--- src/hw/rtl/sjiscsv_pkg.sv ---
// Package with shared types, byte codes and helpers for the Shift-JIS CSV record splitter.
`timescale 1ns / 1ps

package sjiscsv_pkg;

   // Field count limit and fixed field widths.
   localparam int unsigned MAX_FIELDS_DEFAULT = 255;
   localparam int unsigned BYTE_W             = 8;
   localparam int unsigned COUNT_W            = 8;

   // Byte codes the parser looks for.
   localparam logic [BYTE_W-1:0] CHAR_SPACE = 8'h20;
   localparam logic [BYTE_W-1:0] CHAR_TAB   = 8'h09;
   localparam logic [BYTE_W-1:0] CHAR_QUOTE = 8'h22;
   localparam logic [BYTE_W-1:0] CHAR_COMMA = 8'h2C;
   localparam logic [BYTE_W-1:0] LEAD1_LO   = 8'h80;
   localparam logic [BYTE_W-1:0] LEAD1_HI   = 8'h9F;
   localparam logic [BYTE_W-1:0] LEAD2_LO   = 8'hE0;

   // Parser mode, one-hot.
   typedef enum logic [3:0] {
      MODE_SKIP    = 4'b0001,
      MODE_PLAIN   = 4'b0010,
      MODE_QUOTED  = 4'b0100,
      MODE_DISCARD = 4'b1000
   } mode_type;

   // One result beat as it travels from the parser to the output register.
   typedef struct packed {
      logic               emit;
      logic [BYTE_W-1:0]  data_out;
      logic               data_valid;
      logic               field_end;
      logic [COUNT_W-1:0] field_index;
      logic               record_end;
      logic [COUNT_W-1:0] field_total;
   } result_type;

   // True for a Shift-JIS lead byte: 0x80-0x9F or 0xE0-0xFF.
   function automatic logic is_lead(input logic [BYTE_W-1:0] b);
      return ((b >= LEAD1_LO) && (b <= LEAD1_HI)) || (b >= LEAD2_LO);
   endfunction

endpackage

--- src/hw/rtl/sjis_csv_record_splitter_top.sv ---
// Top level of the Shift-JIS CSV record splitter.
//
//   Channel  Direction  Handshake            Payload
//   req      in         req_valid/req_ready  data_in, record_last
//   rsp      out        rsp_valid/rsp_ready  data_out, data_valid, field_end,
//                                            field_index, record_end, field_total
//
// One byte is accepted per cycle while the result register can take a beat; its result beat
// appears in the result register on the next cycle, after the single parser step before
// that register. A byte that yields no beat only updates parser state.
// Synchronous active-high reset returns the parser to blank skipping with a zero
// field count and empties the result register. Input is taken while the result
// register is empty or being drained in the same cycle, so a stalled consumer
// stops the input after one held beat.
`timescale 1ns / 1ps

module sjis_csv_record_splitter_top
   import sjiscsv_pkg::*;
#(
   parameter int unsigned MAX_FIELDS = MAX_FIELDS_DEFAULT
) (
   input  logic               clock,
   input  logic               reset,
   input  logic               req_valid,
   output logic               req_ready,
   input  logic [BYTE_W-1:0]  req_data_in,
   input  logic               req_record_last,
   output logic               rsp_valid,
   input  logic               rsp_ready,
   output logic [BYTE_W-1:0]  rsp_data_out,
   output logic               rsp_data_valid,
   output logic               rsp_field_end,
   output logic [COUNT_W-1:0] rsp_field_index,
   output logic               rsp_record_end,
   output logic [COUNT_W-1:0] rsp_field_total
);

   logic       accept;
   logic       hold_valid;
   result_type step_result;
   result_type hold_data;

   // Input is taken when the result stage can take a beat this cycle.
   assign req_ready = !hold_valid || rsp_ready;
   assign accept    = req_valid && req_ready;

   sjiscsv_parse #(
      .MAX_FIELDS (MAX_FIELDS)
   ) u_parse (
      .clock       (clock),
      .reset       (reset),
      .advance     (accept),
      .data_in     (req_data_in),
      .record_last (req_record_last),
      .result      (step_result)
   );

   sjiscsv_out_reg u_out_reg (
      .clock      (clock),
      .reset      (reset),
      .load       (accept && step_result.emit),
      .load_data  (step_result),
      .take       (rsp_ready),
      .hold_valid (hold_valid),
      .hold_data  (hold_data)
   );

   // Result ports.
   assign rsp_valid       = hold_valid;
   assign rsp_data_out    = hold_data.data_out;
   assign rsp_data_valid  = hold_data.data_valid;
   assign rsp_field_end   = hold_data.field_end;
   assign rsp_field_index = hold_data.field_index;
   assign rsp_record_end  = hold_data.record_end;
   assign rsp_field_total = hold_data.field_total;

endmodule

--- src/hw/rtl/sjiscsv_parse.sv ---
// Per-byte parser: mode, trail flag and field counter, with the result for each byte.
`timescale 1ns / 1ps

module sjiscsv_parse
   import sjiscsv_pkg::*;
#(
   parameter int unsigned MAX_FIELDS = MAX_FIELDS_DEFAULT
) (
   input  logic               clock,
   input  logic               reset,
   input  logic               advance,
   input  logic [BYTE_W-1:0]  data_in,
   input  logic               record_last,
   output result_type         result
);

   localparam logic [COUNT_W-1:0] MaxCount = COUNT_W'(MAX_FIELDS);

   mode_type           mode_ff, mode_in;
   logic               trail_ff, trail_in;
   logic [COUNT_W-1:0] count_ff, count_in;

   logic               valid;
   logic               fend;
   logic               bump;
   logic               lead;
   mode_type           mode_nx;

   assign lead = is_lead(data_in);

   // Mode step for one byte.
   always_comb begin
      valid    = 1'b0;
      fend     = 1'b0;
      trail_in = 1'b0;
      mode_nx  = mode_ff;
      if (trail_ff) begin
         valid = (mode_ff == MODE_PLAIN) || (mode_ff == MODE_QUOTED);
      end else begin
         unique case (mode_ff)
            MODE_SKIP: begin
               if (lead) begin
                  valid    = 1'b1;
                  trail_in = 1'b1;
                  mode_nx  = MODE_PLAIN;
               end else if ((data_in == CHAR_SPACE) || (data_in == CHAR_TAB)) begin
                  mode_nx = MODE_SKIP;
               end else if (data_in == CHAR_QUOTE) begin
                  mode_nx = MODE_QUOTED;
               end else if (data_in == CHAR_COMMA) begin
                  fend = 1'b1;
               end else begin
                  valid   = 1'b1;
                  mode_nx = MODE_PLAIN;
               end
            end
            MODE_PLAIN: begin
               if (lead) begin
                  valid    = 1'b1;
                  trail_in = 1'b1;
               end else if (data_in == CHAR_COMMA) begin
                  fend    = 1'b1;
                  mode_nx = MODE_SKIP;
               end else begin
                  valid = 1'b1;
               end
            end
            MODE_QUOTED: begin
               if (lead) begin
                  valid    = 1'b1;
                  trail_in = 1'b1;
               end else if (data_in == CHAR_QUOTE) begin
                  mode_nx = MODE_DISCARD;
               end else begin
                  valid = 1'b1;
               end
            end
            MODE_DISCARD: begin
               if (lead) begin
                  trail_in = 1'b1;
               end else if (data_in == CHAR_COMMA) begin
                  fend    = 1'b1;
                  mode_nx = MODE_SKIP;
               end
            end
            default: begin
               mode_nx = MODE_SKIP;
            end
         endcase
      end
      // The last byte also closes a field that is still open.
      if (record_last && (mode_nx != MODE_SKIP)) begin
         fend = 1'b1;
      end
   end

   // A field is counted at most once per byte, saturating at the limit.
   assign bump     = fend && (count_ff < MaxCount);
   assign count_in = record_last ? '0 : (count_ff + COUNT_W'(bump));
   assign mode_in  = record_last ? MODE_SKIP : mode_nx;

   // Result beat for this byte.
   always_comb begin
      result.emit        = valid || fend || record_last;
      result.data_out    = valid ? data_in : '0;
      result.data_valid  = valid;
      result.field_end   = fend;
      result.field_index = count_ff;
      result.record_end  = record_last;
      result.field_total = count_ff + COUNT_W'(bump);
   end

   // State update on each accepted byte.
   always_ff @(posedge clock) begin
      if (reset) begin
         mode_ff  <= MODE_SKIP;
         trail_ff <= 1'b0;
         count_ff <= '0;
      end else if (advance) begin
         mode_ff  <= mode_in;
         trail_ff <= record_last ? 1'b0 : trail_in;
         count_ff <= count_in;
      end
   end

endmodule

--- src/hw/rtl/sjiscsv_out_reg.sv ---
// Result register that holds one beat until the consumer takes it.
`timescale 1ns / 1ps

module sjiscsv_out_reg
   import sjiscsv_pkg::*;
(
   input  logic       clock,
   input  logic       reset,
   input  logic       load,
   input  result_type load_data,
   input  logic       take,
   output logic       hold_valid,
   output result_type hold_data
);

   logic       valid_ff, valid_in;
   result_type data_ff;

   // A new beat replaces the held one; otherwise a taken beat empties the stage.
   assign valid_in = load || (valid_ff && !take);

   always_ff @(posedge clock) begin
      if (reset) begin
         valid_ff <= 1'b0;
      end else begin
         valid_ff <= valid_in;
      end
   end

   always_ff @(posedge clock) begin
      if (load) begin
         data_ff <= load_data;
      end
   end

   assign hold_valid = valid_ff;
   assign hold_data  = data_ff;

endmodule

--- config.mk ---
export PLATFORM = sky130hd
export DESIGN_NAME = sjis_csv_record_splitter_top
export DESIGN_NICKNAME = d
export VERILOG_FILES = /design/src/hw/rtl/sjiscsv_pkg.sv /design/src/hw/rtl/sjis_csv_record_splitter_top.sv /design/src/hw/rtl/sjiscsv_parse.sv /design/src/hw/rtl/sjiscsv_out_reg.sv
export SDC_FILE = /design/constraint.sdc
export NUM_CORES = 1
export LEC_CHECK = 0
export ABC_AREA = 1
export BUFFER_PORTS_ARGS = -buffer_cell sky130_fd_sc_hd__buf_2
export CAP_MARGIN = 40
export CORE_ASPECT_RATIO = 0.75
export CORE_UTILIZATION = 35
export CTS_BUF_LIST = sky130_fd_sc_hd__clkbuf_4 sky130_fd_sc_hd__clkbuf_8
export CTS_CLUSTER_SIZE = 12
export DETAILED_ROUTE_END_ITERATION = 8
export PLACE_DENSITY_LB_ADDON = 0.1
export SETUP_SLACK_MARGIN = 0.1
export SYNTH_ARGS = -nofsm -noshare
export SYNTH_HDL_FRONTEND = slang
export SYNTH_SLANG_ARGS = --single-unit
--- constraint.sdc ---
create_clock -name clock -period 2.7 [get_ports clock]
set_clock_uncertainty 0.1 [all_clocks]
set_input_delay 0.405 -clock clock [delete_from_list [all_inputs] [get_ports clock]]
set_output_delay 0.405 -clock clock [all_outputs]
set_load 0.02 [all_outputs]
==> results.tsv <==
stage	metric	value	unit
cts	clk_pin_slew	0.09	ns
yosys	ys_warn_count	0	
yosys	syn_area_per_cell	8.88	sq um
yosys	synth_simple_gate_area_share	30.7	%
critical_path	regToRegSetupSlack	0.20	ns
power_and_ir_drop	switching_share	25.7	%
cts	cts_tree	built	
critical_path	crit_path_frequent_cell	nand2_1	
yosys	post-synth-top-area-fraction	39.0	%
power_and_ir_drop	power_leakage	1.25	nW
critical_path	cpMaxStageDelayCell	dfxtp_4	
finish	diodes	0	
floorplanning	die_y	68.7	um
power_and_ir_drop	seq_power_share	45.7	%
yosys	synth_fp_nets	249	
critical_path	cp-start-kind	flop	
finish	layout_commonest_cell	nand2_1	
power_and_ir_drop	pwr-share-comb	16.7	%
place	port_buffers	41	
cts	cts-root-buf	clkbuf_8	
critical_path	worstPathBufferInverterCount	3	
sta	layout_min_cycle_time	2.50	ns
finish	area_growth	36.5	%
finish	fin_cells	385	
yosys	synth.distinct_cells	29	
grt	grt_overflow	0	
finish	layout.nets	324	
place	place_inst	366	
sta	slew_headroom	78.0	%
power_and_ir_drop	switching_power	0.410	mW
yosys	synthAdderAreaFrac	1.20	%
critical_path	cp-end-kind	flop	
worst_hold_path	hp-class	in -> reg	
yosys	synth_cells	234	
cts	clock_path_buffers	2	
route	num_vias	1695	
power_and_ir_drop	p_per_area	562	nW/um^2
floorplanning	num_rows	23	
critical_path	r2r-start	u_parse.mode_ff[1]$_SDFFE_PP0P_	
worst_hold_path	hp-start	req_record_last	
place	hpwlAfterDp	3310	um
sta	hold_viol	0	
yosys	yosys-mux-area-fraction	0.482	%
finish	final_cell_mix	nand2_1 (59), buf_2 (41), buf_4 (30), edfxtp_1 (27), nor2_1 (23)	
cts	insertion_delay	0.29	ns
place	gp_congestion	0.799	
cts	hold_buffers	0	
yosys	synth_top_family_by_area	simple AND/OR/NAND/NOR gates	
route	antenna_left	0	
yosys	yosys.area.top_type	edfxtp_1	
power_and_ir_drop	clkPwrFrac	37.6	%
yosys	synth_xor_area_share	2.53	%
grt	first_global_vias	1516	
yosys	synthFlopType	edfxtp_1	
floorplanning	die_area	6250	sq um
yosys	synth-seq-area-share	52.5	%
yosys	synthArstFlopShare	0	%
route	via_per_inst	4.40	
critical_path	crit_required	2.83	ns
power_and_ir_drop	ir_worst_vdd	346	uV
yosys	synth_area_leaders	edfxtp_1 (39%), dfxtp_1 (13%), nand2_1 (11%), nor2_1 (4.3%), a21oi_1 (3.1%)	
yosys	syn_area	2080	sq um
route	totalWireLength	4530	um
grt	grtUsageTotal	15.3	%
route	drcViolationCount	0	
sta	max_freq	0.401	GHz
floorplanning	die-width	91.0	um
critical_path	critPathTopFamily	simple AND/OR/NAND/NOR gates	
status	outcome	complete, no violations	
route	firstDrtPassIters	4	
sta	setup_viol	0	
yosys	synth-seq-cells	41	
worst_hold_path	worst_hold_path.endpoint	u_out_reg.hold_data[8]$_DFFE_PP_	
cts	numClockSinks	41	
grt	grt_first_pass_wirelength	7300	um
critical_path	slowest_delay	0.37	ns
route	wl_per_cell	11.8	um
cts	numCtsBuffers	5	
floorplanning	start_util	37.6	%
yosys	synth_compound_area_share	5.42	%
sta	tightest_slew	0.331	ns
critical_path	cp_cell_sequence	inv_4 > nand2_4 > nor2_4 > buf_4 > nand4_1 > nand2_1 > nand2_1 > nand2_1 > inv_1 > nand3_2 > nand2_2 > nor2_4 > ha_4 > nand3_4 > nor3_4 > nand3_2 > xnor2_2 > nand2_1 > a21oi_1	
floorplanning	ioPinCount	42	
finish	drive_above_1_share	45.8	%
critical_path	r2r_end	u_parse.count_ff[7]$_SDFFE_PP0P_	
sta	grt_setup_unrepaired	true	
critical_path	arrival	2.63	ns
yosys	synth_edf_count	27	
floorplanning	core	5530	sq um
sta	drv_slew	0	
critical_path	path_class	reg -> reg	
grt	antenna_found_initial	0	
critical_path	rr_worst_depth	19	
power_and_ir_drop	internal_power	1.19	mW
sta	fin_crit_sh	92.5	%
job	cap_violations	0	
critical_path	crit_fanout	4	
cts	cts-htree-levels	2	
worst_hold_path	min_path_cells	1	
sta	setup_tns	0	ns
grt	grt_max_degree	18	
route	drt-initial-drc-count	40	
[cells in the mapped netlist, types with 3 or more instances]
cell type,number
nand2_2,9
inv_1,17
a21oi_1,13
nand2_1,61
nor2_4,5
o21ai_1,3
nor2_2,10
dfxtp_1,14
nand4_1,7
edfxtp_1,27
nand3_1,7
xor2_1,4
inv_2,13
nor2_1,24
[through the flow]
stage	total power [mW]	hold WS, ns	instance area [sq um]	util, %	worst slack [ns]
global placement	0.992	0.399	2500	45.3	-0.144
finish	1.60	0.270	2840	51.4	0.204
floorplan	0.898	0.353	2080	-	0.359
CTS	1.59	0.258	2730	49.3	0.105
global route	1.66	0.262	2840	51.4	0.00375
detailed placement	0.990	0.393	2500	45.3	-0.107
[how the worst max path moves through the flow]
| stage | startpoint | to | cells after the start |
|---|---|---|---|
| global placement | req_data_in[6] | u_parse.count_ff[7]$_SDFFE_PP0P_ | 21 |
| finish | u_parse.mode_ff[1]$_SDFFE_PP0P_ | u_parse.count_ff[7]$_SDFFE_PP0P_ | 19 |
| floorplan | req_data_in[4] | u_out_reg.hold_data[7]$_DFFE_PP_ | 16 |
| global route | u_parse.mode_ff[0]$_SDFFE_PP1P_ | u_parse.count_ff[7]$_SDFFE_PP0P_ | 20 |
| CTS | u_parse.mode_ff[1]$_SDFFE_PP0P_ | u_parse.count_ff[7]$_SDFFE_PP0P_ | 20 |
| detailed placement | req_data_in[4] | u_parse.count_ff[7]$_SDFFE_PP0P_ | 19 |
[kinds of logic (layout without fill, tap and decap cells)]
group | count (synthesis) | in the layout
muxes | 1 | 1
xor gates and xnor gates | 6 | 6
DFF | 41 | 41
AOI/OAI and AO/OA | 19 | 19
adders and majority gates | 2 | 2
and+or+nand+nor | 129 | 129
buffers and inverters | 36 | 112
[metal layers]
| layer | up-vias | routed length, um | global-route usage (%) |
|---|---|---|---|
| met5 | - | 0 | 0 |
| met4 | 0 | 20 | 4.17 |
| met3 | 2 | 199 | 3.40 |
| met2 | 37 | 1800 | 20.8 |
| met1 | 757 | 2510 | 23.7 |
| li1 | 899 | - | - |
[worst register-to-register path, stage by stage, from the launching register on]
cell,delay [ns]
dfxtp_4,0.37
inv_4,0.07
nand2_4,0.05
nor2_4,0.16
buf_4,0.13
nand4_1,0.09
nand2_1,0.08
nand2_1,0.05
nand2_1,0.08
inv_1,0.05
nand3_2,0.07
nand2_2,0.08
nor2_4,0.13
ha_4,0.17
nand3_4,0.09
nor3_4,0.18
nand3_2,0.12
xnor2_2,0.18
nand2_1,0.07
a21oi_1,0.13
[cell type report]
class                      instances  area [sq um]
clock inverter                     3          68.8
multi-input combinational        157           936
inverter                          32           128
clock buffer                       5          68.8
timing repair buffer              72           442
tap                               75          93.8
fill                             560          2690
sequential                        41          1100
[power groups by stage]
stage	Clock, mW	Combinational, mW	Sequential [mW]
after floorplan	0	0.107	0.791
final	0.600	0.267	0.728
after CTS	0.607	0.255	0.728
after detailed placement	0	0.247	0.743
after global placement	0	0.249	0.743
after global routing	0.638	0.293	0.732
[flip-flops by register name (all words and copies together), names as in the netlist]
register	flops
u_parse.mode_ff	4
u_parse.count_ff	8
u_out_reg.hold_data	27
u_parse.trail_ff	1
u_out_reg.hold_valid	1
[timing repair]
item / in CTS / in global routing
pin swaps: 5 / 19
setup endpoints to repair: 2 / 9
setup buffers: 5 / 6
endpoints found under the hold margin: 0 / 0
resized for setup: 14 / 13
Power figures use the tool's default switching activity.
